===== src/rtl/rlie_pkg.sv =====
// ----------------------------------------------------------------------------
// rlie_pkg: shared types and constants of the load-immediate expander
// Word layouts on both queue sides, instruction codes and the plan record
// that travels from the front part to the back part.
// ----------------------------------------------------------------------------
package rlie_pkg;

  // Peeled chunks per constant; a 64-bit value never needs more than three.
  localparam int unsigned MaxChunks        = 3;
  localparam int unsigned ChunkCntW        = $clog2(MaxChunks + 1);
  localparam int unsigned PlanDepthDefault = 2;

  localparam logic [63:0] TopMask   = 64'hFFFF_FFFF_FFFF_F800;
  localparam logic [63:0] RoundAdd  = 64'h800;
  localparam logic [31:0] RoundAddW = 32'h800;
  localparam logic [5:0]  ChunkBase = 6'd12;

  typedef enum logic [2:0] {
    OP_LUI   = 3'd0,
    OP_ADDI  = 3'd1,
    OP_ADDIW = 3'd2,
    OP_SLLI  = 3'd3,
    OP_SRLI  = 3'd4
  } opcode_e;

  typedef struct packed {
    logic [63:0] load_value;
    logic [4:0]  dest_reg;
    logic        narrow_register;
  } in_item_t;

  typedef struct packed {
    opcode_e     opcode;
    logic [4:0]  rd;
    logic [4:0]  rs1;
    logic [19:0] immediate;
    logic        last;
  } out_item_t;

  typedef struct packed {
    logic [4:0]                  rd;
    logic [19:0]                 lui_imm;
    logic                        add_en;
    opcode_e                     add_op;
    logic [11:0]                 add_imm;
    logic [ChunkCntW-1:0]        nchunks;
    logic [MaxChunks-1:0][11:0]  chunk_imm;
    logic [MaxChunks-1:0][5:0]   chunk_shift;
    logic                        tail_en;
    logic [5:0]                  tail_amt;
  } plan_t;

endpackage


===== src/rtl/rlie_front.sv =====
// ----------------------------------------------------------------------------
// rlie_front: accept a constant and turn it into an instruction plan
// Classifies the word, peels 12-bit chunks off the constant (for each chunk:
// round, then strip trailing zeros) and pushes one plan record.
// ----------------------------------------------------------------------------
module rlie_front import rlie_pkg::*; (
  input  logic     clk_i,
  input  logic     rst_ni,
  input  logic     in_push_i,
  output logic     in_full_o,
  input  in_item_t in_data_i,
  output logic     plan_push_o,
  input  logic     plan_full_i,
  output plan_t    plan_o
);

  typedef enum logic [1:0] {
    F_IDLE,
    F_LOOP,
    F_NORM,
    F_FINAL
  } state_e;

  state_e                     state_q, state_d;
  logic [63:0]                val_q;
  logic [63:0]                rest_q;
  logic [4:0]                 rd_q;
  logic                       narrow_q;
  logic [51:0]                upper_q;
  logic [ChunkCntW-1:0]       nch_q;
  logic [MaxChunks-1:0][11:0] chunk_imm_q;
  logic [MaxChunks-1:0][5:0]  chunk_shift_q;

  logic        accept;
  logic [63:0] round_sum;
  logic [5:0]  lsb;
  logic [51:0] shifted;
  logic        top_ones;
  logic        more;
  logic [31:0] word;
  logic [31:0] word_sum;
  logic [5:0]  val_msb;

  function automatic logic [5:0] low_one(input logic [51:0] v);
    logic [5:0] r;
    r = '0;
    for (int i = 51; i >= 0; i--) begin
      if (v[i]) r = 6'(i);
    end
    return r;
  endfunction

  function automatic logic [5:0] high_one(input logic [63:0] v);
    logic [5:0] r;
    r = '0;
    for (int i = 0; i < 64; i++) begin
      if (v[i]) r = 6'(i);
    end
    return r;
  endfunction

  assign accept    = in_push_i && !in_full_o;
  assign in_full_o = (state_q != F_IDLE);

  assign round_sum = rest_q + RoundAdd;
  assign lsb       = low_one(upper_q);
  assign shifted   = upper_q >> lsb;
  assign top_ones  = ((val_q & TopMask) == TopMask);
  assign more      = (|rest_q[63:32]) && (nch_q != ChunkCntW'(MaxChunks));
  assign word      = narrow_q ? val_q[31:0] : rest_q[31:0];
  assign word_sum  = word + RoundAddW;
  assign val_msb   = high_one(val_q);

  always_comb begin
    state_d = state_q;
    case (state_q)
      F_IDLE:  if (accept) state_d = F_LOOP;
      F_LOOP:  state_d = (!narrow_q && !top_ones && more) ? F_NORM : F_FINAL;
      F_NORM:  state_d = F_LOOP;
      F_FINAL: if (!plan_full_i) state_d = F_IDLE;
      default: state_d = F_IDLE;
    endcase
  end

  always_ff @(posedge clk_i or negedge rst_ni) begin
    if (!rst_ni) begin
      state_q <= F_IDLE;
    end else begin
      state_q <= state_d;
    end
  end

  always_ff @(posedge clk_i) begin
    case (state_q)
      F_IDLE: begin
        if (accept) begin
          val_q    <= in_data_i.load_value;
          rest_q   <= in_data_i.load_value;
          rd_q     <= in_data_i.dest_reg;
          narrow_q <= in_data_i.narrow_register;
          nch_q    <= '0;
        end
      end
      F_LOOP: begin
        // round the remainder and keep its low 12 bits as the next chunk
        if (!narrow_q && !top_ones && more) begin
          upper_q            <= round_sum[63:12];
          chunk_imm_q[nch_q] <= rest_q[11:0];
        end
      end
      F_NORM: begin
        // strip trailing zeros; they come back as part of the shift
        rest_q               <= {12'b0, shifted};
        chunk_shift_q[nch_q] <= lsb + ChunkBase;
        nch_q                <= nch_q + 1'b1;
      end
      default: ;
    endcase
  end

  assign plan_push_o = (state_q == F_FINAL) && !plan_full_i;

  always_comb begin
    plan_o             = '0;
    plan_o.rd          = rd_q;
    plan_o.chunk_imm   = chunk_imm_q;
    plan_o.chunk_shift = chunk_shift_q;
    plan_o.tail_amt    = ~val_msb;
    if (!narrow_q && top_ones) begin
      plan_o.lui_imm = '0;
      plan_o.add_en  = 1'b1;
      plan_o.add_op  = OP_ADDI;
      plan_o.add_imm = val_q[11:0];
      plan_o.nchunks = '0;
      plan_o.tail_en = 1'b0;
    end else begin
      plan_o.lui_imm = word_sum[31:12];
      plan_o.add_en  = |word[11:0];
      plan_o.add_op  = narrow_q ? OP_ADDI : OP_ADDIW;
      plan_o.add_imm = word[11:0];
      plan_o.nchunks = narrow_q ? '0 : nch_q;
      // core tops out at bit 31: clear the sign extension afterwards
      plan_o.tail_en = !narrow_q && rest_q[31] && !val_q[63];
    end
  end

endmodule


===== src/rtl/rlie_plan_fifo.sv =====
// ----------------------------------------------------------------------------
// rlie_plan_fifo: short queue of plan records between front and back
// Register array with wrap-around pointers and an occupancy count.
// ----------------------------------------------------------------------------
module rlie_plan_fifo import rlie_pkg::*; #(
  parameter int unsigned PlanDepth = PlanDepthDefault
) (
  input  logic  clk_i,
  input  logic  rst_ni,
  input  logic  push_i,
  output logic  full_o,
  input  plan_t data_i,
  input  logic  pop_i,
  output logic  empty_o,
  output plan_t data_o
);

  localparam int unsigned PtrW = (PlanDepth > 1) ? $clog2(PlanDepth) : 1;
  localparam int unsigned CntW = $clog2(PlanDepth + 1);

  plan_t            mem_q [PlanDepth];
  logic [PtrW-1:0]  wr_ptr_q, rd_ptr_q;
  logic [CntW-1:0]  cnt_q;
  logic             do_push, do_pop;

  assign full_o  = (cnt_q == CntW'(PlanDepth));
  assign empty_o = (cnt_q == '0);
  assign do_push = push_i && !full_o;
  assign do_pop  = pop_i && !empty_o;
  assign data_o  = mem_q[rd_ptr_q];

  always_ff @(posedge clk_i or negedge rst_ni) begin
    if (!rst_ni) begin
      wr_ptr_q <= '0;
      rd_ptr_q <= '0;
      cnt_q    <= '0;
    end else begin
      if (do_push) begin
        wr_ptr_q <= (wr_ptr_q == PtrW'(PlanDepth - 1)) ? '0 : wr_ptr_q + 1'b1;
      end
      if (do_pop) begin
        rd_ptr_q <= (rd_ptr_q == PtrW'(PlanDepth - 1)) ? '0 : rd_ptr_q + 1'b1;
      end
      if (do_push && !do_pop) begin
        cnt_q <= cnt_q + 1'b1;
      end else if (do_pop && !do_push) begin
        cnt_q <= cnt_q - 1'b1;
      end
    end
  end

  always_ff @(posedge clk_i) begin
    if (do_push) begin
      mem_q[wr_ptr_q] <= data_i;
    end
  end

endmodule


===== src/rtl/rlie_back.sv =====
// ----------------------------------------------------------------------------
// rlie_back: walk a plan record and issue one instruction per unstalled cycle
// LUI, optional add, shift/add per chunk from the top chunk down, optional
// SLLI/SRLI pair. Results wait in an output register.
// ----------------------------------------------------------------------------
module rlie_back import rlie_pkg::*; (
  input  logic      clk_i,
  input  logic      rst_ni,
  input  logic      plan_empty_i,
  output logic      plan_pop_o,
  input  plan_t     plan_i,
  output logic      out_empty_o,
  input  logic      out_pop_i,
  output out_item_t out_data_o
);

  typedef enum logic [2:0] {
    B_IDLE,
    B_LUI,
    B_ADD,
    B_SLL,
    B_CADD,
    B_TSLL,
    B_TSRL
  } state_e;

  state_e               state_q, state_d;
  logic [1:0]           ci_q, ci_d;
  plan_t                plan_q;
  out_item_t            out_q;
  logic                 out_valid_q;

  state_e               aw_state, ac_state;
  logic [1:0]           aw_ci, ac_ci;
  logic                 emit;
  out_item_t            instr;

  assign plan_pop_o  = (state_q == B_IDLE) && !plan_empty_i;
  assign emit        = (state_q != B_IDLE) && (!out_valid_q || out_pop_i);
  assign out_empty_o = !out_valid_q;
  assign out_data_o  = out_q;

  // after the word: top chunk first, else the tail pair, else done
  always_comb begin
    aw_ci = ci_q;
    if (plan_q.nchunks != '0) begin
      aw_state = B_SLL;
      aw_ci    = 2'(plan_q.nchunks - 1'b1);
    end else if (plan_q.tail_en) begin
      aw_state = B_TSLL;
    end else begin
      aw_state = B_IDLE;
    end
  end

  // after a chunk: next lower chunk, else the tail pair, else done
  always_comb begin
    ac_ci = ci_q;
    if (ci_q != '0) begin
      ac_state = B_SLL;
      ac_ci    = ci_q - 1'b1;
    end else if (plan_q.tail_en) begin
      ac_state = B_TSLL;
    end else begin
      ac_state = B_IDLE;
    end
  end

  always_comb begin
    state_d = state_q;
    ci_d    = ci_q;
    case (state_q)
      B_IDLE: begin
        if (plan_pop_o) state_d = B_LUI;
      end
      B_LUI: begin
        if (plan_q.add_en) begin
          state_d = B_ADD;
        end else begin
          state_d = aw_state;
          ci_d    = aw_ci;
        end
      end
      B_ADD: begin
        state_d = aw_state;
        ci_d    = aw_ci;
      end
      B_SLL: begin
        if (plan_q.chunk_imm[ci_q] != '0) begin
          state_d = B_CADD;
        end else begin
          state_d = ac_state;
          ci_d    = ac_ci;
        end
      end
      B_CADD: begin
        state_d = ac_state;
        ci_d    = ac_ci;
      end
      B_TSLL:  state_d = B_TSRL;
      B_TSRL:  state_d = B_IDLE;
      default: state_d = B_IDLE;
    endcase
  end

  always_comb begin
    instr.rd        = plan_q.rd;
    instr.rs1       = plan_q.rd;
    instr.opcode    = OP_SLLI;
    instr.immediate = '0;
    instr.last      = (state_d == B_IDLE);
    case (state_q)
      B_LUI: begin
        instr.opcode    = OP_LUI;
        instr.rs1       = '0;
        instr.immediate = plan_q.lui_imm;
      end
      B_ADD: begin
        instr.opcode    = plan_q.add_op;
        instr.immediate = {8'b0, plan_q.add_imm};
      end
      B_SLL: begin
        instr.opcode    = OP_SLLI;
        instr.immediate = {14'b0, plan_q.chunk_shift[ci_q]};
      end
      B_CADD: begin
        instr.opcode    = OP_ADDI;
        instr.immediate = {8'b0, plan_q.chunk_imm[ci_q]};
      end
      B_TSLL: begin
        instr.opcode    = OP_SLLI;
        instr.immediate = {14'b0, plan_q.tail_amt};
      end
      B_TSRL: begin
        instr.opcode    = OP_SRLI;
        instr.immediate = {14'b0, plan_q.tail_amt};
      end
      default: ;
    endcase
  end

  always_ff @(posedge clk_i or negedge rst_ni) begin
    if (!rst_ni) begin
      state_q     <= B_IDLE;
      ci_q        <= '0;
      out_valid_q <= 1'b0;
    end else begin
      // hold the sequencer while the output word is stalled
      if (state_q == B_IDLE || emit) begin
        state_q <= state_d;
        ci_q    <= ci_d;
      end
      if (emit) begin
        out_valid_q <= 1'b1;
      end else if (out_pop_i) begin
        out_valid_q <= 1'b0;
      end
    end
  end

  always_ff @(posedge clk_i) begin
    if (plan_pop_o) begin
      plan_q <= plan_i;
    end
    if (emit) begin
      out_q <= instr;
    end
  end

endmodule


===== src/rtl/riscv_load_immediate_expander.sv =====
// ----------------------------------------------------------------------------
// riscv_load_immediate_expander: RV64 load-immediate instruction expander
// Turns a 64-bit constant into the LUI/ADDI(W)/SLLI/SRLI words that build it.
// ----------------------------------------------------------------------------
// Each word pushed in yields one to ten instruction words, the last one
// flagged. The front part peels k 12-bit chunks off a constant, rounding
// and then stripping trailing zeros for each (k is at most 3), then hands
// a plan record to a queue of PlanDepth entries; the back part loads a
// plan and then issues one instruction per cycle while the result queue is
// popped. The back part's single issue slot sets the throughput as long as
// the front part keeps ahead; full rises while the front part works on a
// word, so a new constant is taken only after the previous plan is pushed.
module riscv_load_immediate_expander import rlie_pkg::*; #(
  parameter int unsigned PlanDepth = PlanDepthDefault
) (
  input  logic      clk_i,
  input  logic      rst_ni,
  input  logic      push,
  output logic      full,
  input  in_item_t  in_data_i,
  output logic      empty,
  input  logic      pop,
  output out_item_t out_data_o
);

  plan_t front_plan, back_plan;
  logic  plan_push, plan_full, plan_pop, plan_empty;

  rlie_front u_front (
    .clk_i       (clk_i),
    .rst_ni      (rst_ni),
    .in_push_i   (push),
    .in_full_o   (full),
    .in_data_i   (in_data_i),
    .plan_push_o (plan_push),
    .plan_full_i (plan_full),
    .plan_o      (front_plan)
  );

  rlie_plan_fifo #(
    .PlanDepth (PlanDepth)
  ) u_plan_fifo (
    .clk_i   (clk_i),
    .rst_ni  (rst_ni),
    .push_i  (plan_push),
    .full_o  (plan_full),
    .data_i  (front_plan),
    .pop_i   (plan_pop),
    .empty_o (plan_empty),
    .data_o  (back_plan)
  );

  rlie_back u_back (
    .clk_i        (clk_i),
    .rst_ni       (rst_ni),
    .plan_empty_i (plan_empty),
    .plan_pop_o   (plan_pop),
    .plan_i       (back_plan),
    .out_empty_o  (empty),
    .out_pop_i    (pop),
    .out_data_o   (out_data_o)
  );

endmodule


===== config.mk =====
export PLATFORM = sky130hd
export DESIGN_NAME = riscv_load_immediate_expander
export DESIGN_NICKNAME = d
export VERILOG_FILES = /design/src/rtl/rlie_pkg.sv /design/src/rtl/rlie_front.sv /design/src/rtl/rlie_plan_fifo.sv /design/src/rtl/rlie_back.sv /design/src/rtl/riscv_load_immediate_expander.sv
export SDC_FILE = /design/constraint.sdc
export NUM_CORES = 1
export LEC_CHECK = 0
export BUFFER_PORTS_ARGS = -buffer_cell sky130_fd_sc_hd__buf_4
export CAP_MARGIN = 20
export CELL_PAD_IN_SITES_DETAIL_PLACEMENT = 0
export CELL_PAD_IN_SITES_GLOBAL_PLACEMENT = 1
export CORE_MARGIN = 3
export CORE_UTILIZATION = 56
export CTS_CLUSTER_DIAMETER = 150
export DETAILED_ROUTE_END_ITERATION = 10
export PLACE_DENSITY = 0.86
export SETUP_SLACK_MARGIN = 0.15
export SLEW_MARGIN = 30
export SYNTH_ARGS = -nofsm -noshare
export SYNTH_HDL_FRONTEND = slang
export SYNTH_SLANG_ARGS = --single-unit

===== constraint.sdc =====
create_clock -name clk_i -period 8.2 [get_ports clk_i]
set_input_delay 0.82 -clock clk_i [delete_from_list [all_inputs] [get_ports clk_i]]
set_output_delay 0.82 -clock clk_i [all_outputs]
set_load 0.005 [all_outputs]

==> Yosys cells after proc, flatten, opt, wreduce, memory -nomap -nowiden <==
Memories as Yosys holds them, arrays and structs flattened. A register that Yosys moved wholly into a read port is not among the register bits.
Cells that the tools add are included.
{ "op_classes": {"add_sub_neg": 10, "order_cmp": 3, "n_eq_ne": 16, "shift": 1, "muxes": 160, "bitwise_logic": 1, "reduce_logical": 47} }
{ "ops": {"columns": ["cell", "count"], "rows": [
  ["two-way mux 6 bit", 86],
  ["case mux 64 bit (2 select lines)", 1],
  ["case mux 20 bit (5 select lines)", 1],
  ["two-way mux 5 bit", 16],
  ["adder 64 x 12 -> 64 bit, second input constant", 1],
  ["two-way mux 64 bit", 1],
  ["== test 53 bit, second input constant", 1],
  [">> shifter 52 x 6 -> 52 bit", 1],
  ["two-way mux 38 bit", 1],
  ["bitwise mux 36 bit", 1],
  ["adder 32 x 12 -> 32 bit, second input constant", 1],
  ["two-way mux 32 bit", 1],
  ["two-way mux 4 bit", 8],
  ["OR reduction 32 bit", 1],
  ["two-way mux 3 bit", 10],
  ["two-way mux 2 bit", 13],
  ["binary-select mux 12 bit (select 2 bit)", 1],
  ["demux 12 bit (select 2 bit)", 1],
  ["two-way mux 12 bit", 2],
  ["bitwise mux 18 bit", 1],
  ["case mux 3 bit (6 select lines)", 1],
  ["case mux 2 bit (4 select lines)", 2],
  ["logical AND 1 bit", 15],
  ["binary-select mux 6 bit (select 2 bit)", 1],
  ["30 further kinds", 70]
]} }
{ "totals": {"reg_bits": 288, "ramBits": 208, "in_bits": 74, "output_inout_bits": 36, "wordCells": 263, "n_memories": 1} }
{ "mem_list": {"columns": ["name", "depth", "word_bits", "read_ports", "rd_clocked_by_memory_dff", "write_ports", "line", "text"], "rows": [
  ["u_plan_fifo.mem_q", 2, 104, 1, 1, 1, "rlie_plan_fifo.sv:21", "plan_t mem_q [PlanDepth];"]
]} }

==> Depth between registers and ports, before layout <==
Gate-level depths: netlist of run 1.
{ "depth": {"depth_word": 64, "mapped_depth": 14, "ltp_nobuf": 11} }

==> Modules after synthesis <==
Synthesis of run 1 repeated with hierarchy kept, for this count alone.
{ "hier_totals": {"cells_unflattened": 2104, "area_unflattened_um2": 28489.8} }
{ "by_module_without_submodules": {"columns": ["mod", "instances", "cells_per_inst", "area_per_inst_um2", "seq_area_each_um2"], "rows": [
  ["rlie_front", 1, 1415, 14883.0, 7317.0],
  ["rlie_plan_fifo", 1, 343, 7952.6, 6346.1],
  ["rlie_back", 1, 346, 5654.2, 4294.1]
]} }

==> Worst setup path before layout of run 1 <==
No wires, ideal clock.
{ "synth_timing": {"path_type": "reg2reg", "start": "register u_plan_fifo.cnt_q[1]", "end": "memory u_plan_fifo.mem_q[0][0] (netlist name), enable pin", "setup_time_ns": 0.566, "t_arrival_ns": 4.990, "required_time_ns": 7.634, "setup_slack_ns": 2.644, "stages_incl_launch_ff": 6, "n_path_buf": 0, "synth_period_minus_slack_ns": 5.556, "cell_sequence": "dfrtp_1 > inv_1 > o21ai_0 > inv_1 > nand2_1 > nor2_1"} }
{ "synth_via": {"elab_chain_len": 6} }
{ "synth_lines": {"columns": ["element", "line", "text"], "rows": [
  ["start, declared", "rlie_plan_fifo.sv:23", "logic [CntW-1:0] cnt_q;"],
  ["start signal, assigned", "rlie_plan_fifo.sv:45", "cnt_q <= cnt_q + 1'b1;"],
  ["start signal, assigned", "rlie_plan_fifo.sv:47", "cnt_q <= cnt_q - 1'b1;"],
  ["== test 2 bit (*)", "rlie_plan_fifo.sv:26", "assign full_o = (cnt_q == CntW'(PlanDepth));"],
  ["logical NOT 1 bit (*)", "rlie_front.sv:121, rlie_plan_fifo.sv:28", null],
  ["logical AND 1 bit", "rlie_front.sv:121", "assign plan_push_o = (state_q == F_FINAL) && !plan_full_i;"],
  ["logical AND 1 bit (*)", "rlie_plan_fifo.sv:28", "assign do_push = push_i && !full_o;"],
  ["two-way mux 1 bit (*)", "rlie_plan_fifo.sv:53", "if (do_push) begin"],
  ["two-way mux 1 bit (implied by the code) (*)", "rlie_plan_fifo.sv:54", "mem_q[wr_ptr_q] <= data_i;"],
  ["end, declared", "rlie_plan_fifo.sv:21", null]
]} }
Mark *: on every way between the ends. The rest lies on a longest branch, timed or not.

==> Worst setup path in the final report of run 1 <==
{ "layout_timing": {"start": "register u_front.upper_q[10]", "end": "register u_front.rest_q[4] (data pin)"} }
{ "layout_via": {"elab_chain_len": 13} }
{ "layout_lines": {"columns": ["element", "line", "text"], "rows": [
  ["start, declared", "rlie_front.sv:29", "logic [51:0] upper_q;"],
  ["start signal, assigned", "rlie_front.sv:107", "upper_q <= round_sum[63:12];"],
  ["two-way mux 6 bit (11 in a row)", "rlie_front.sv:48", "if (v[i]) r = 6'(i);"],
  [">> shifter 52 x 6 -> 52 bit (*)", "rlie_front.sv:67", "assign shifted = upper_q >> lsb;"],
  ["case mux 64 bit (2 select lines) (*)", "rlie_front.sv:94", "case (state_q)"],
  ["end signal, assigned", "rlie_front.sv:98", "rest_q <= in_data_i.load_value;"],
  ["end signal, assigned", "rlie_front.sv:113", "rest_q <= {12'b0, shifted};"],
  ["end, declared", "rlie_front.sv:26", "logic [63:0] rest_q;"]
]} }
Marked as above.
A chain may end at the register's enable or synchronous reset.

==> qor.txt, run 1 <==
OUTCOME
------------------------------------------------------------------------------------
Result of the run                                                       finished, final reports clean

ROUTE
------------------------------------------------------------------------------------
Routed length on met1                                                       30.94 mm
Total routed wirelength                                                     77.81 mm
Drt first pass iters                                                               6
Via count of the routed design                                                 18940
Met2 wire len                                                               37.64 mm
Routed length per placed instance                                           26.31 um
Routed via count divided by cell count                                         6.404
DR iter-0 viols                                                                 2093
Remaining DRCs                                                                     0
Number of nets with antenna violations after routing                               0
Routed wire length on met3                                                  5.287 mm
Uppermost routed layer                                                          met4

CRITICAL PATH
------------------------------------------------------------------------------------
Largest incremental delay on the critical path                                660 ps
Slowest stage cell, crit path                                           sky130_fd_sc_hd__mux2i_1
Worst path cell trace                                                   nor4_4 > nand3_1 > a21oi_2 > buf_4 > o21a_2 > o211ai_1 > mux2i_1 > mux2_2 > mux2_4 > nor2_1 > or3_1
Setup Crit Path Kind                                                      reg -> reg
CP Data Arrival Time                                                         4700 ps
Largest driver fanout on the critical path                                        33
Setup crit end kind                                                        flip-flop
Required time of the critical path                                           8580 ps
Type of element launching the critical path                                flip-flop

GLOBAL ROUTE
------------------------------------------------------------------------------------
Remaining Overflow, GRT                                                            0
Antenna violations before repair                                                   1
Number of global-route vias before repair                                      18590
Wire length of the first global-routing pass                                115.5 mm
Largest net degree at the start of global routing                                 78
All-layer global routing usage                                                29.03%

FLOORPLANNING
------------------------------------------------------------------------------------
Number of placement rows                                                          81
Width of the chip                                                           230.3 um
Area of the placeable core                                                 49360 um2
Io pins                                                                          110
Effective utilization at floorplan                                            57.10%
Die height                                                                  230.3 um
Die area                                                                   53050 um2

LOGIC SYNTHESIS
------------------------------------------------------------------------------------
Combined area of all synthesized cells                                     28180 um2
Mux share of post-synthesis cell area                                         9.168%
Complex-gate fraction of the synthesized area                                 10.50%
Synthesized net count                                                           2255
Sequential-to-total area share from yosys stat                                63.40%
Largest family of logic cells by synthesized area                       simple AND/OR/NAND/NOR gates
Fraction of the mapped netlist area in adder cells                           0.3552%
Parity-gate share of the synthesized area counting xor and xnor cells         2.953%
Count of flip-flops with a built-in enable after synthesis                       585
Fraction of registers with async set/reset                                    2.010%
Top FF cell, synth                                                      sky130_fd_sc_hd__edfxtp_1
Simple-Gate Fraction of Synth Area                                            10.94%
Yosys synthesis warning count                                                      0
Count of unique library cells instantiated by Yosys                               88
Mapped Cells                                                                    2173
Number of synthesized register bits                                              597
Syn avg cell area                                                          12.97 um2

LAYOUT
------------------------------------------------------------------------------------
Net count of the finished layout                                                2327
Fin util                                                                      63.82%
Layout cell share with drive strength beyond 1                                18.01%
Final cell area excluding filler cells                                     31500 um2
Post-layout instance count excluding filler cells                               2957
Ant diodes                                                                         0
Syn-to-layout area delta                                                      11.77%

TIMING
------------------------------------------------------------------------------------
Summed negative setup slack over all endpoints                                  0 ps
Slack of the critical path                                                   3884 ps
Worst-Margin Slew                                                            1009 ps
Count of endpoints failing hold in the final timing report                         0
WHS                                                                         354.9 ps
Pins over their slew limit                                                         0
Worst slew margin relative to its limit                                       32.56%
Max Freq                                                                   231.7 MHz
Unrepaired setup endpoints after global routing                                false
Worst-case clock skew                                                       16.32 ps
Number of failing setup endpoints in the final timing report                       0
Final Critical Period                                                        4316 ps
Period utilisation layout                                                     52.64%

PLACE
------------------------------------------------------------------------------------
# port buffers                                                                   109
Total placed instance area                                                 29540 um2
Dpl cells                                                                       2845
Sum of net half-perimeters after detailed placement                         55.61 mm
Worst slack at placement                                                     3454 ps
Placer congestion estimate                                                     1.004

CTS
------------------------------------------------------------------------------------
Clock tree from TritonCTS                                                       done
Bufs on Longest Clock Path                                                         3
Depth of the CTS H-tree                                                            2
Clk Latency, worst-skew pair                                                  640 ps
Clock buffer count from CTS                                                       60
Clock net sink count                                                             597
CTS root buf                                                            sky130_fd_sc_hd__clkbuf_16
Clock slew seen by the registers of the worst setup and hold paths             60 ps
Buffer count from post-CTS setup fixing                                            0

POWER
------------------------------------------------------------------------------------
Net Switching                                                               4.105 mW
Portion of total power attributed to combinational logic                       31.0%
Max rail drop VDD                                                          0.2371 mV
Cell internal pwr                                                           7.340 mW
Leakage power figure                                                        10.82 nW
Power density over cell area                                            363.3 nW/um2
Power after layout                                                          11.44 mW
Part of the total power dissipated in the clock network                        23.2%
Share of total power in sequential cells                                       45.7%
Switching part of the total power                                             35.87%

MIN PATH
------------------------------------------------------------------------------------
Hold Path Class                                                            in -> reg

JOB
------------------------------------------------------------------------------------
Maximum capacitance violations                                                     0

## worst paths after layout
path / start / to / slack [ps] / depth (start not counted)
worst min-delay path: in_data_i[2] / u_front.rd_q[1]$_DFFE_PP_ / 350 / 1
worst max register to register: u_front.upper_q[10]$_DFFE_PP_ / u_front.rest_q[4]$_DFFE_PP_ / 3880 / 11
min in group asynchronous: rst_ni / u_back.state_q[1]$_DFFE_PN0N_ / 580 / 2
worst max-delay path: u_front.upper_q[10]$_DFFE_PP_ / u_front.rest_q[4]$_DFFE_PP_ / 3880 / 11
worst min register to register: u_back.instr[27]$_DFFE_PP_ / u_back.out_data_o[27]$_DFFE_PP_ / 440 / 0
max in group asynchronous: rst_ni / u_plan_fifo.rd_ptr_q$_DFFE_PN0P_ / 7420 / 2
## power by group through the flow
stage | clock network [mW] | logic, mW | registers, mW
global placement | 0 | 3.44 | 5.23
finish | 2.66 | 3.55 | 5.23
global route | 2.81 | 3.80 | 5.31
detailed placement | 0 | 3.48 | 5.28
CTS | 2.69 | 3.50 | 5.22
floorplan | 0 | 2.40 | 4.99
## routing by layer
metal  vias up  global-route usage (%)
li1       8510                       -
met1      9386                   38.35
met2       859                   47.85
met3       182                   4.336
met4         0                   13.25
met5         -                       0
## Yosys cell counts, types with 34 or more instances
library cell	count	area share (%)
sky130_fd_sc_hd__nor4_1	47	1.0
sky130_fd_sc_hd__edfxtp_1	585	62
sky130_fd_sc_hd__mux2_2	139	5.6
sky130_fd_sc_hd__o21ai_0	108	1.9
sky130_fd_sc_hd__xor2_1	34	1.1
sky130_fd_sc_hd__nand3_1	89	1.6
sky130_fd_sc_hd__a21oi_1	65	1.2
sky130_fd_sc_hd__nand2_1	162	2.2
sky130_fd_sc_hd__xnor2_1	61	1.9
sky130_fd_sc_hd__nor2_1	140	1.9
sky130_fd_sc_hd__o211ai_1	61	1.6
sky130_fd_sc_hd__clkbuf_1	87	1.2
sky130_fd_sc_hd__inv_1	48	0.64
sky130_fd_sc_hd__and2_1	34	0.75
sky130_fd_sc_hd__mux2i_1	92	3.3
## cell type report
type                            count  area, um2
Sequential cell                   597      17870
Clock buffer                       74       1575
Tap cell                          664      830.8
Fill cell                        3652      17860
Timing Repair Buffer              138       1066
Clock inverter                     36      336.6
Multi-Input combinational cell   1395       9617
Inverter                           53      202.7
## kinds of logic (layout without fill, tap and decap cells)
group | count (synthesis) | after routing
AOI/OAI and AO/OA | 429 | 429
xor gates and xnor gates | 95 | 95
adders and majority gates | 8 | 8
buffers and inverters | 181 | 301
DFF | 597 | 597
muxes | 236 | 236
and+or+nand+nor | 627 | 627
## layout by cell type, fill, tap and decap left out, types with 13 or more instances in the layout
cell                        instances
sky130_fd_sc_hd__edfxtp_1         585
sky130_fd_sc_hd__nand2_1          162
sky130_fd_sc_hd__mux2_2           139
sky130_fd_sc_hd__nor2_1           135
sky130_fd_sc_hd__buf_4            134
sky130_fd_sc_hd__o21ai_0          107
sky130_fd_sc_hd__mux2i_1           92
sky130_fd_sc_hd__nand3_1           89
sky130_fd_sc_hd__a21oi_1           65
sky130_fd_sc_hd__xnor2_1           61
sky130_fd_sc_hd__o211ai_1          61
sky130_fd_sc_hd__clkbuf_16         61
sky130_fd_sc_hd__inv_1             47
sky130_fd_sc_hd__nor4_1            47
sky130_fd_sc_hd__xor2_1            34
sky130_fd_sc_hd__and2_1            33
sky130_fd_sc_hd__nand4_1           32
sky130_fd_sc_hd__nor3_1            31
sky130_fd_sc_hd__and3_1            20
sky130_fd_sc_hd__o221ai_1          19
sky130_fd_sc_hd__a22oi_1           18
sky130_fd_sc_hd__nor2b_1           14
sky130_fd_sc_hd__o2bb2ai_1         14
sky130_fd_sc_hd__a31oi_1           13
sky130_fd_sc_hd__clkinv_2          13
sky130_fd_sc_hd__o31ai_1           13
sky130_fd_sc_hd__clkbuf_1          13
## worst max-delay path, delay by kind of cell (launching register included)
family	cells	cell delay, ps
AO/OA/AOI/OAI	3	1050
AND/OR/NAND/NOR	4	960
multiplexers	3	1250
flip-flops	1	490
buffers and inverters	1	300
## sequential cells by signal (all words and copies together) (netlist names)
name and cells:
u_plan_fifo.cnt_q 2, u_back.ci_q 2, u_plan_fifo.rd_ptr_q 1, u_front.upper_q 52, u_front.state_q 2, u_plan_fifo.mem_q 206, u_back.out_data_o 34, u_front.narrow_q 1
u_front.plan_o 54, u_back.state_q 3, u_front.rd_q 5, u_back.instr 5, u_plan_fifo.wr_ptr_q 1, u_front.rest_q 64, u_back.out_valid_q 1, u_back.plan_q 98
u_front.nch_q 2, u_front.val_q 64
## repair_timing
action	in CTS	in global routing
gates resized for setup	0	0
hold endpoints to repair	3	0
hold buffers	1	0
No activity file was read; power rests on OpenSTA's default activity.
==> run 2, diff against run 1 <==
--- a/config.mk
+++ b/config.mk
@@ -10,10 +10,10 @@
 export CELL_PAD_IN_SITES_DETAIL_PLACEMENT = 0
 export CELL_PAD_IN_SITES_GLOBAL_PLACEMENT = 1
 export CORE_MARGIN = 3
-export CORE_UTILIZATION = 56
+export CORE_UTILIZATION = 52
 export CTS_CLUSTER_DIAMETER = 150
 export DETAILED_ROUTE_END_ITERATION = 10
-export PLACE_DENSITY = 0.86
+export PLACE_DENSITY = 0.8
 export SETUP_SLACK_MARGIN = 0.15
 export SLEW_MARGIN = 30
 export SYNTH_ARGS = -nofsm -noshare
==> constraint.sdc (replaced) <==
create_clock -name clk_i -period 4.3 [get_ports clk_i]
set_input_delay 0.43 -clock clk_i [delete_from_list [all_inputs] [get_ports clk_i]]
set_output_delay 0.43 -clock clk_i [all_outputs]
set_load 0.005 [all_outputs]
==> run 2 against run 1 <==
  * Sequential power is 91% higher
  * Flip-flop and latch count stayed put
  * Highest routed layer unchanged
  * Count of clock-buffer cells in the layout is 9 lower
  * Clock skew is 23 ps higher
  * Cell count is 4.6% higher
  * Combinational power is 100% higher
  * Critical endpoint is now u_front.rest_q[25]$_DFFE_PP_
  * Largest cell class unchanged
  * Critical path depth is 1 lower
  * Setup slack worse by 3700 ps
==> qor.txt, run 2 (synthesis results as in run 1) <==
OUTCOME
---------------------------------------------------------------------------------
Result of the run                                                    finished, final reports clean

FLOORPLANNING
---------------------------------------------------------------------------------
Effective utilization at floorplan                                         53.10%
Width of the chip                                                        238.8 um
Area of the placeable core                                              53080 um2
Number of placement rows                                                       84
Io pins                                                                       110
Die area                                                                57020 um2
Die height                                                               238.8 um

CTS
---------------------------------------------------------------------------------
Clock buffer count from CTS                                                    61
Depth of the CTS H-tree                                                         2
Clock slew seen by the registers of the worst setup and hold paths          60 ps
CTS root buf                                                         sky130_fd_sc_hd__clkbuf_16
Clock tree from TritonCTS                                                    done
Clock net sink count                                                          597
Clk Latency, worst-skew pair                                               650 ps
Buffer count from post-CTS setup fixing                                         0
Bufs on Longest Clock Path                                                      3

LAYOUT
---------------------------------------------------------------------------------
Top Registers                                                        u_plan_fifo.mem_q: 206 flops, u_back.plan_q: 98 flops
Max reg flops                                                                 206
Ant diodes                                                                      0
Commonest non-fill, non-tap cells in the layout                      sky130_fd_sc_hd__edfxtp_1, sky130_fd_sc_hd__buf_4, sky130_fd_sc_hd__nand2_1
Largest Register                                                     u_plan_fifo.mem_q
Layout cell share with drive strength beyond 1                             19.72%
Most common cell after layout, fill and taps aside                   sky130_fd_sc_hd__edfxtp_1
Post-layout instance count excluding filler cells                            3092
Net count of the finished layout                                             2434
Syn-to-layout area delta                                                   17.05%

CRITICAL PATH
---------------------------------------------------------------------------------
Most common cell on crit path                                        sky130_fd_sc_hd__mux2i_1
Top delay family on crit path                                        compound AO/OA/AOI/OAI gates
Largest driver fanout on the critical path                                     17
Buffer and inverter count on the worst path                                     0
R2r startpoint                                                       u_front.upper_q[29]$_DFFE_PP_
Depth of the worst register-to-register path                                   10
Worst path cell trace                                                nor2_1 > nand4_1 > a21o_1 > o21a_2 > o311ai_0 > mux2i_1 > mux2_2 > mux2i_1 > mux2i_1 > o21ai_0
Setup Crit Path Kind                                                   reg -> reg
CP Data Arrival Time                                                      4610 ps
Levels on crit path                                                            10
Type of element launching the critical path                             flip-flop
Register-to-register setup slack                                           160 ps
Required time of the critical path                                        4770 ps
FF-to-FF End                                                         u_front.rest_q[25]$_DFFE_PP_
Slowest stage cell, crit path                                        sky130_fd_sc_hd__o311ai_0
Largest incremental delay on the critical path                             680 ps
Setup crit end kind                                                     flip-flop

POWER
---------------------------------------------------------------------------------
Part of the total power dissipated in the clock network                     26.3%
Max rail drop VDD                                                       0.5234 mV
Leakage power figure                                                     11.50 nW
Portion of total power attributed to combinational logic                    30.7%
Net Switching                                                            8.176 mW
Power density over cell area                                         706.6 nW/um2
Share of total power in sequential cells                                    43.1%
Switching part of the total power                                          35.08%
Cell internal pwr                                                        15.13 mW

TIMING
---------------------------------------------------------------------------------
Worst-Margin Slew                                                         1072 ps
Pins over their slew limit                                                      0
Worst-case clock skew                                                    39.68 ps
Summed negative setup slack over all endpoints                               0 ps
Count of endpoints failing hold in the final timing report                      0
Max Freq                                                                241.3 MHz
Number of failing setup endpoints in the final timing report                    0
Final Critical Period                                                     4144 ps
Worst slew margin relative to its limit                                    28.40%
Period utilisation layout                                                  96.37%
Unrepaired setup endpoints after global routing                              true

ROUTE
---------------------------------------------------------------------------------
Remaining DRCs                                                                  0
Routed length per placed instance                                        26.88 um
Total routed wirelength                                                  83.10 mm
DR iter-0 viols                                                              2011
Uppermost routed layer                                                       met4
Routed wire length on met3                                               5.551 mm
Routed length on met1                                                    33.60 mm
Met2 wire len                                                            39.88 mm
Drt first pass iters                                                            6
Via count of the routed design                                              19390
Routed via count divided by cell count                                      6.270
Number of nets with antenna violations after routing                            0

MIN PATH
---------------------------------------------------------------------------------
End point of the worst hold path                                     u_front.val_q[19]$_DFFE_PP_
Critical hold path startpoint                                        in_data_i[25]
Hold Path Class                                                         in -> reg
Number of instances on the worst hold path                                      1

PLACE
---------------------------------------------------------------------------------
Sum of net half-perimeters after detailed placement                      59.34 mm
# port buffers                                                                109
Placer congestion estimate                                                  1.005
Dpl cells                                                                    2912

GLOBAL ROUTE
---------------------------------------------------------------------------------
Largest net degree at the start of global routing                              71
Wire length of the first global-routing pass                             122.4 mm
All-layer global routing usage                                             28.82%
Antenna violations before repair                                                1
Remaining Overflow, GRT                                                         0
Number of global-route vias before repair                                   19080

JOB
---------------------------------------------------------------------------------
Maximum capacitance violations                                                  0

==> run 2: worst max path at each step <==
stage,endpoint,from
2_1_floorplan,u_plan_fifo.mem_q[0][0]$_DFFE_PP_,u_front.state_q[0]$_DFFE_PN0P_
3_3_place_gp,u_front.rest_q[25]$_DFFE_PP_,u_front.upper_q[29]$_DFFE_PP_
3_5_place_dp,u_front.rest_q[25]$_DFFE_PP_,u_front.upper_q[29]$_DFFE_PP_
4_1_cts,u_front.rest_q[19]$_DFFE_PP_,u_front.upper_q[7]$_DFFE_PP_
5_1_grt,u_front.rest_q[4]$_DFFE_PP_,u_front.upper_q[7]$_DFFE_PP_
6_report,u_front.rest_q[25]$_DFFE_PP_,u_front.upper_q[29]$_DFFE_PP_
==> run 2: routing by layer <==
metal	vias up	GRT usage, %
met1	9587	38.16
met4	0	12.68
met3	194	4.072
met2	884	47.86
li1	8723	-
met5	-	0
==> run 2: metrics by stage <==
| step | cell area [um2] | hold slack, ps | power (mW) | utilization [%] | setup slack [ps] |
|---|---|---|---|---|---|
| 2_1_floorplan | 28190 | 134.4 | 14.07 | - | 476.4 |
| 4_1_cts | 32950 | 1.582 | 23.31 | 62.07 | 202.1 |
| 3_5_place_dp | 29930 | 285.3 | 17.07 | 56.40 | 227.9 |
| 3_3_place_gp | 29930 | 282.2 | 16.98 | 56.40 | 74.75 |
| 6_report | 32990 | 29.33 | 23.31 | 62.15 | 156.0 |
| 5_1_grt | 32990 | 3.562 | 24.23 | 62.15 | 82.83 |
==> run 2: what timing repair did <==
item,CTS,global route
setup endpoints to repair,0,7
endpoints found under the hold margin,75,0
hold buffers,64,0
resized for setup,0,3
==> run 2: power groups by stage <==
stage          clock, mW  combinational, mW  sequential, mW
2_1_floorplan          0               4.58            9.49
3_3_place_gp           0               6.92            10.1
3_5_place_dp           0               6.96            10.1
4_1_cts             6.22               7.07            10.0
5_1_grt             6.45               7.60            10.2
6_report            6.13               7.15            10.0
==> run 2: worst register-to-register path: stages, from the launching register on <==
cell and delay, ps:
sky130_fd_sc_hd__edfxtp_1 550, sky130_fd_sc_hd__nor2_1 250, sky130_fd_sc_hd__nand4_1 170, sky130_fd_sc_hd__a21o_1 410, sky130_fd_sc_hd__o21a_2 400, sky130_fd_sc_hd__o311ai_0 690, sky130_fd_sc_hd__mux2i_1 350, sky130_fd_sc_hd__mux2_2 410
sky130_fd_sc_hd__mux2i_1 340, sky130_fd_sc_hd__mux2i_1 210, sky130_fd_sc_hd__o21ai_0 220
==> run 2: area by class of cell <==
cell class	instances	area, um2
Timing Repair Buffer	244	2066
Tap cell	688	860.8
Clock inverter	50	829.5
Clock buffer	65	1541
Inverter	53	202.7
Sequential cell	597	17870
Fill cell	3995	20090
Multi-Input combinational cell	1395	9615
==> run 3, diff against run 2 <==
--- a/config.mk
+++ b/config.mk
@@ -9,7 +9,7 @@
 export CAP_MARGIN = 20
 export CELL_PAD_IN_SITES_DETAIL_PLACEMENT = 0
 export CELL_PAD_IN_SITES_GLOBAL_PLACEMENT = 1
-export CORE_MARGIN = 3
+export CORE_MARGIN = 8
 export CORE_UTILIZATION = 52
 export CTS_CLUSTER_DIAMETER = 150
 export DETAILED_ROUTE_END_ITERATION = 10
==> run 3 against run 2 <==
  * Die area up 8.6%
  * Highest routed layer unchanged
  * Count of clock-buffer cells in the layout is 1 higher
  * Routed wire length decreased by 0.82%
  * Critical path type unchanged
  * Sequential share of layout area rose by 0.52 points
  * Cell count unchanged
  * First-iteration DRC count down 9.0%
  * Fmax is 4.7% higher
  * Non-clock buffer count fell by 8
  * Largest power group unchanged
==> qor.txt, run 3 (synthesis results as in run 1) <==
OUTCOME
---------------------------------------------------------------------------------
Result of the run                                                    finished, final reports clean

CRITICAL PATH
---------------------------------------------------------------------------------
Endpoint of the worst setup timing path                              u_front.rest_q[20]$_DFFE_PP_
Setup crit end kind                                                     flip-flop
Type of element launching the critical path                             flip-flop
Depth of the worst register-to-register path                                   11
Top delay family on crit path                                        compound AO/OA/AOI/OAI gates
Crit path from                                                       u_front.upper_q[49]$_DFFE_PP_
Levels on crit path                                                            11
Required time of the critical path                                        4760 ps
FF-to-FF End                                                         u_front.rest_q[20]$_DFFE_PP_
Largest driver fanout on the critical path                                     27
Setup Crit Path Kind                                                   reg -> reg
Worst path cell trace                                                o311ai_1 > a31oi_1 > buf_4 > o21a_2 > buf_12 > o311ai_0 > mux2i_1 > mux2i_1 > mux2i_1 > mux2_2 > o21ai_2
Buffer and inverter count on the worst path                                     2
Slowest stage cell, crit path                                        sky130_fd_sc_hd__o311ai_0
Most common cell on crit path                                        sky130_fd_sc_hd__mux2i_1
R2r startpoint                                                       u_front.upper_q[49]$_DFFE_PP_
CP Data Arrival Time                                                      4420 ps
Largest incremental delay on the critical path                             580 ps
Register-to-register setup slack                                           340 ps

CTS
---------------------------------------------------------------------------------
Depth of the CTS H-tree                                                         2
Clock tree from TritonCTS                                                    done
Bufs on Longest Clock Path                                                      3
Clock net sink count                                                          597
Clk Latency, worst-skew pair                                               620 ps
Clock slew seen by the registers of the worst setup and hold paths          70 ps
Buffer count from post-CTS setup fixing                                         0
Clock buffer count from CTS                                                    61
CTS root buf                                                         sky130_fd_sc_hd__clkbuf_16

GLOBAL ROUTE
---------------------------------------------------------------------------------
Antenna violations before repair                                                0
Number of global-route vias before repair                                   19030
Remaining Overflow, GRT                                                         0
All-layer global routing usage                                             25.87%
Largest net degree at the start of global routing                              71
Wire length of the first global-routing pass                             122.5 mm

ROUTE
---------------------------------------------------------------------------------
Routed length per placed instance                                        26.66 um
Number of nets with antenna violations after routing                            0
Via count of the routed design                                              19210
Remaining DRCs                                                                  0
DR iter-0 viols                                                              1830
Total routed wirelength                                                  82.42 mm
Routed via count divided by cell count                                      6.213
Drt first pass iters                                                            5

LAYOUT
---------------------------------------------------------------------------------
Max reg flops                                                                 206
Ant diodes                                                                      0
Largest Register                                                     u_plan_fifo.mem_q
Most common cell after layout, fill and taps aside                   sky130_fd_sc_hd__edfxtp_1
Final cell area excluding filler cells                                  32670 um2
Net count of the finished layout                                             2426
Commonest non-fill, non-tap cells in the layout                      sky130_fd_sc_hd__edfxtp_1, sky130_fd_sc_hd__buf_4, sky130_fd_sc_hd__nand2_1
Syn-to-layout area delta                                                   15.94%
Post-layout instance count excluding filler cells                            3092
Layout cell share with drive strength beyond 1                             19.99%
Top Registers                                                        u_plan_fifo.mem_q: 206 flops, u_back.plan_q: 98 flops

TIMING
---------------------------------------------------------------------------------
Unrepaired setup endpoints after global routing                             false
Count of endpoints failing hold in the final timing report                      0
Final Critical Period                                                     3958 ps
Number of failing setup endpoints in the final timing report                    0
Worst-case clock skew                                                    12.81 ps
Pins over their slew limit                                                      0
Worst-Margin Slew                                                        961.8 ps
Summed negative setup slack over all endpoints                               0 ps
Worst slew margin relative to its limit                                    35.29%
Period utilisation layout                                                  92.05%
Max Freq                                                                252.6 MHz
Slack of the critical path                                               341.9 ps

FLOORPLANNING
---------------------------------------------------------------------------------
Die area                                                                61900 um2
Die height                                                               248.8 um
Io pins                                                                       110
Width of the chip                                                        248.8 um
Number of placement rows                                                       85
Effective utilization at floorplan                                         52.47%
Area of the placeable core                                              53710 um2

POWER
---------------------------------------------------------------------------------
Leakage power figure                                                     11.38 nW
Max rail drop VDD                                                       0.5381 mV
Power density over cell area                                         694.2 nW/um2

PLACE
---------------------------------------------------------------------------------
# port buffers                                                                109
Dpl cells                                                                    2926
Total placed instance area                                              30000 um2
Worst slack at placement                                                 360.5 ps
Sum of net half-perimeters after detailed placement                      59.85 mm
Placer congestion estimate                                                 0.9535

MIN PATH
---------------------------------------------------------------------------------
Hold Path Class                                                         in -> reg

JOB
---------------------------------------------------------------------------------
Maximum capacitance violations                                                  0

## run 3: cell types whose count changed in the layout (fill, tap and decap cells not counted), moves of 2 or more
cell	previous run	this run
sky130_fd_sc_hd__dlygate4sd3_1	64	50
sky130_fd_sc_hd__bufinv_16	19	11
sky130_fd_sc_hd__clkinv_2	9	16
sky130_fd_sc_hd__buf_4	174	179
sky130_fd_sc_hd__clkinv_16	3	1
## run 3: what timing repair did
item	4_1_cts	5_1_grt
resized for setup	0	3
hold buffers	50	0
hold endpoints to repair	61	0
endpoints found under the setup margin	0	5
## run 3: layout make-up
type | count | area (um2)
fill | 4117 | 21040
sequential | 597 | 17870
multi-input combinational | 1395 | 9614
timing repair buffer | 236 | 1983
clock buffer | 66 | 1545
tap | 696 | 870.8
clock inverter | 49 | 584.3
inverter | 53 | 202.7
## run 3: through the flow
| stage | util, % | total power [mW] | hold WS, ps |
|---|---|---|---|
| final | 60.83 | 22.68 | 35.84 |
| after global routing | 60.83 | 23.58 | 6.715 |
| after CTS | 60.76 | 22.68 | 1.612 |
| after detailed placement | 55.86 | 17.07 | 280.4 |
| after global placement | 55.86 | 16.95 | 278.7 |
| after floorplan | - | 14.07 | 134.4 |
## run 3: power by group
group | leakage (nW) | total (mW) | switching [mW] | internal [mW]
clock | 1.02 | 5.55 | 2.28 | 3.27
sequential | 5.55 | 9.98 | 1.29 | 8.69
combinational | 4.81 | 7.15 | 4.49 | 2.66
total | 11.4 | 22.7 | 8.06 | 14.6
## run 3: worst min-delay path by stage
stage,slack [ps],startpoint,endpoint,cells past startpoint
after floorplan,130,rst_ni,u_back.ci_q[0]$_DFFE_PN0P_,0
after global placement,280,rst_ni,u_plan_fifo.wr_ptr_q$_DFFE_PN0P_,1
after detailed placement,280,rst_ni,u_plan_fifo.cnt_q[0]$_DFFE_PN0P_,1
after CTS,2,in_data_i[29],u_front.val_q[23]$_DFFE_PP_,1
after global routing,7,in_data_i[47],u_front.val_q[41]$_DFFE_PP_,1
final,40,in_data_i[27],u_front.val_q[21]$_DFFE_PP_,1
## run 3: per-layer routing
| metal | vias up | share of wire, % | track usage, % |
|---|---|---|---|
| li1 | 8686 | - | - |
| met1 | 9568 | 41 | 33.07 |
| met2 | 800 | 49 | 43.67 |
| met3 | 158 | 5.9 | 3.703 |
| met4 | 0 | 4.9 | 11.52 |
| met5 | - | 0 | 0 |
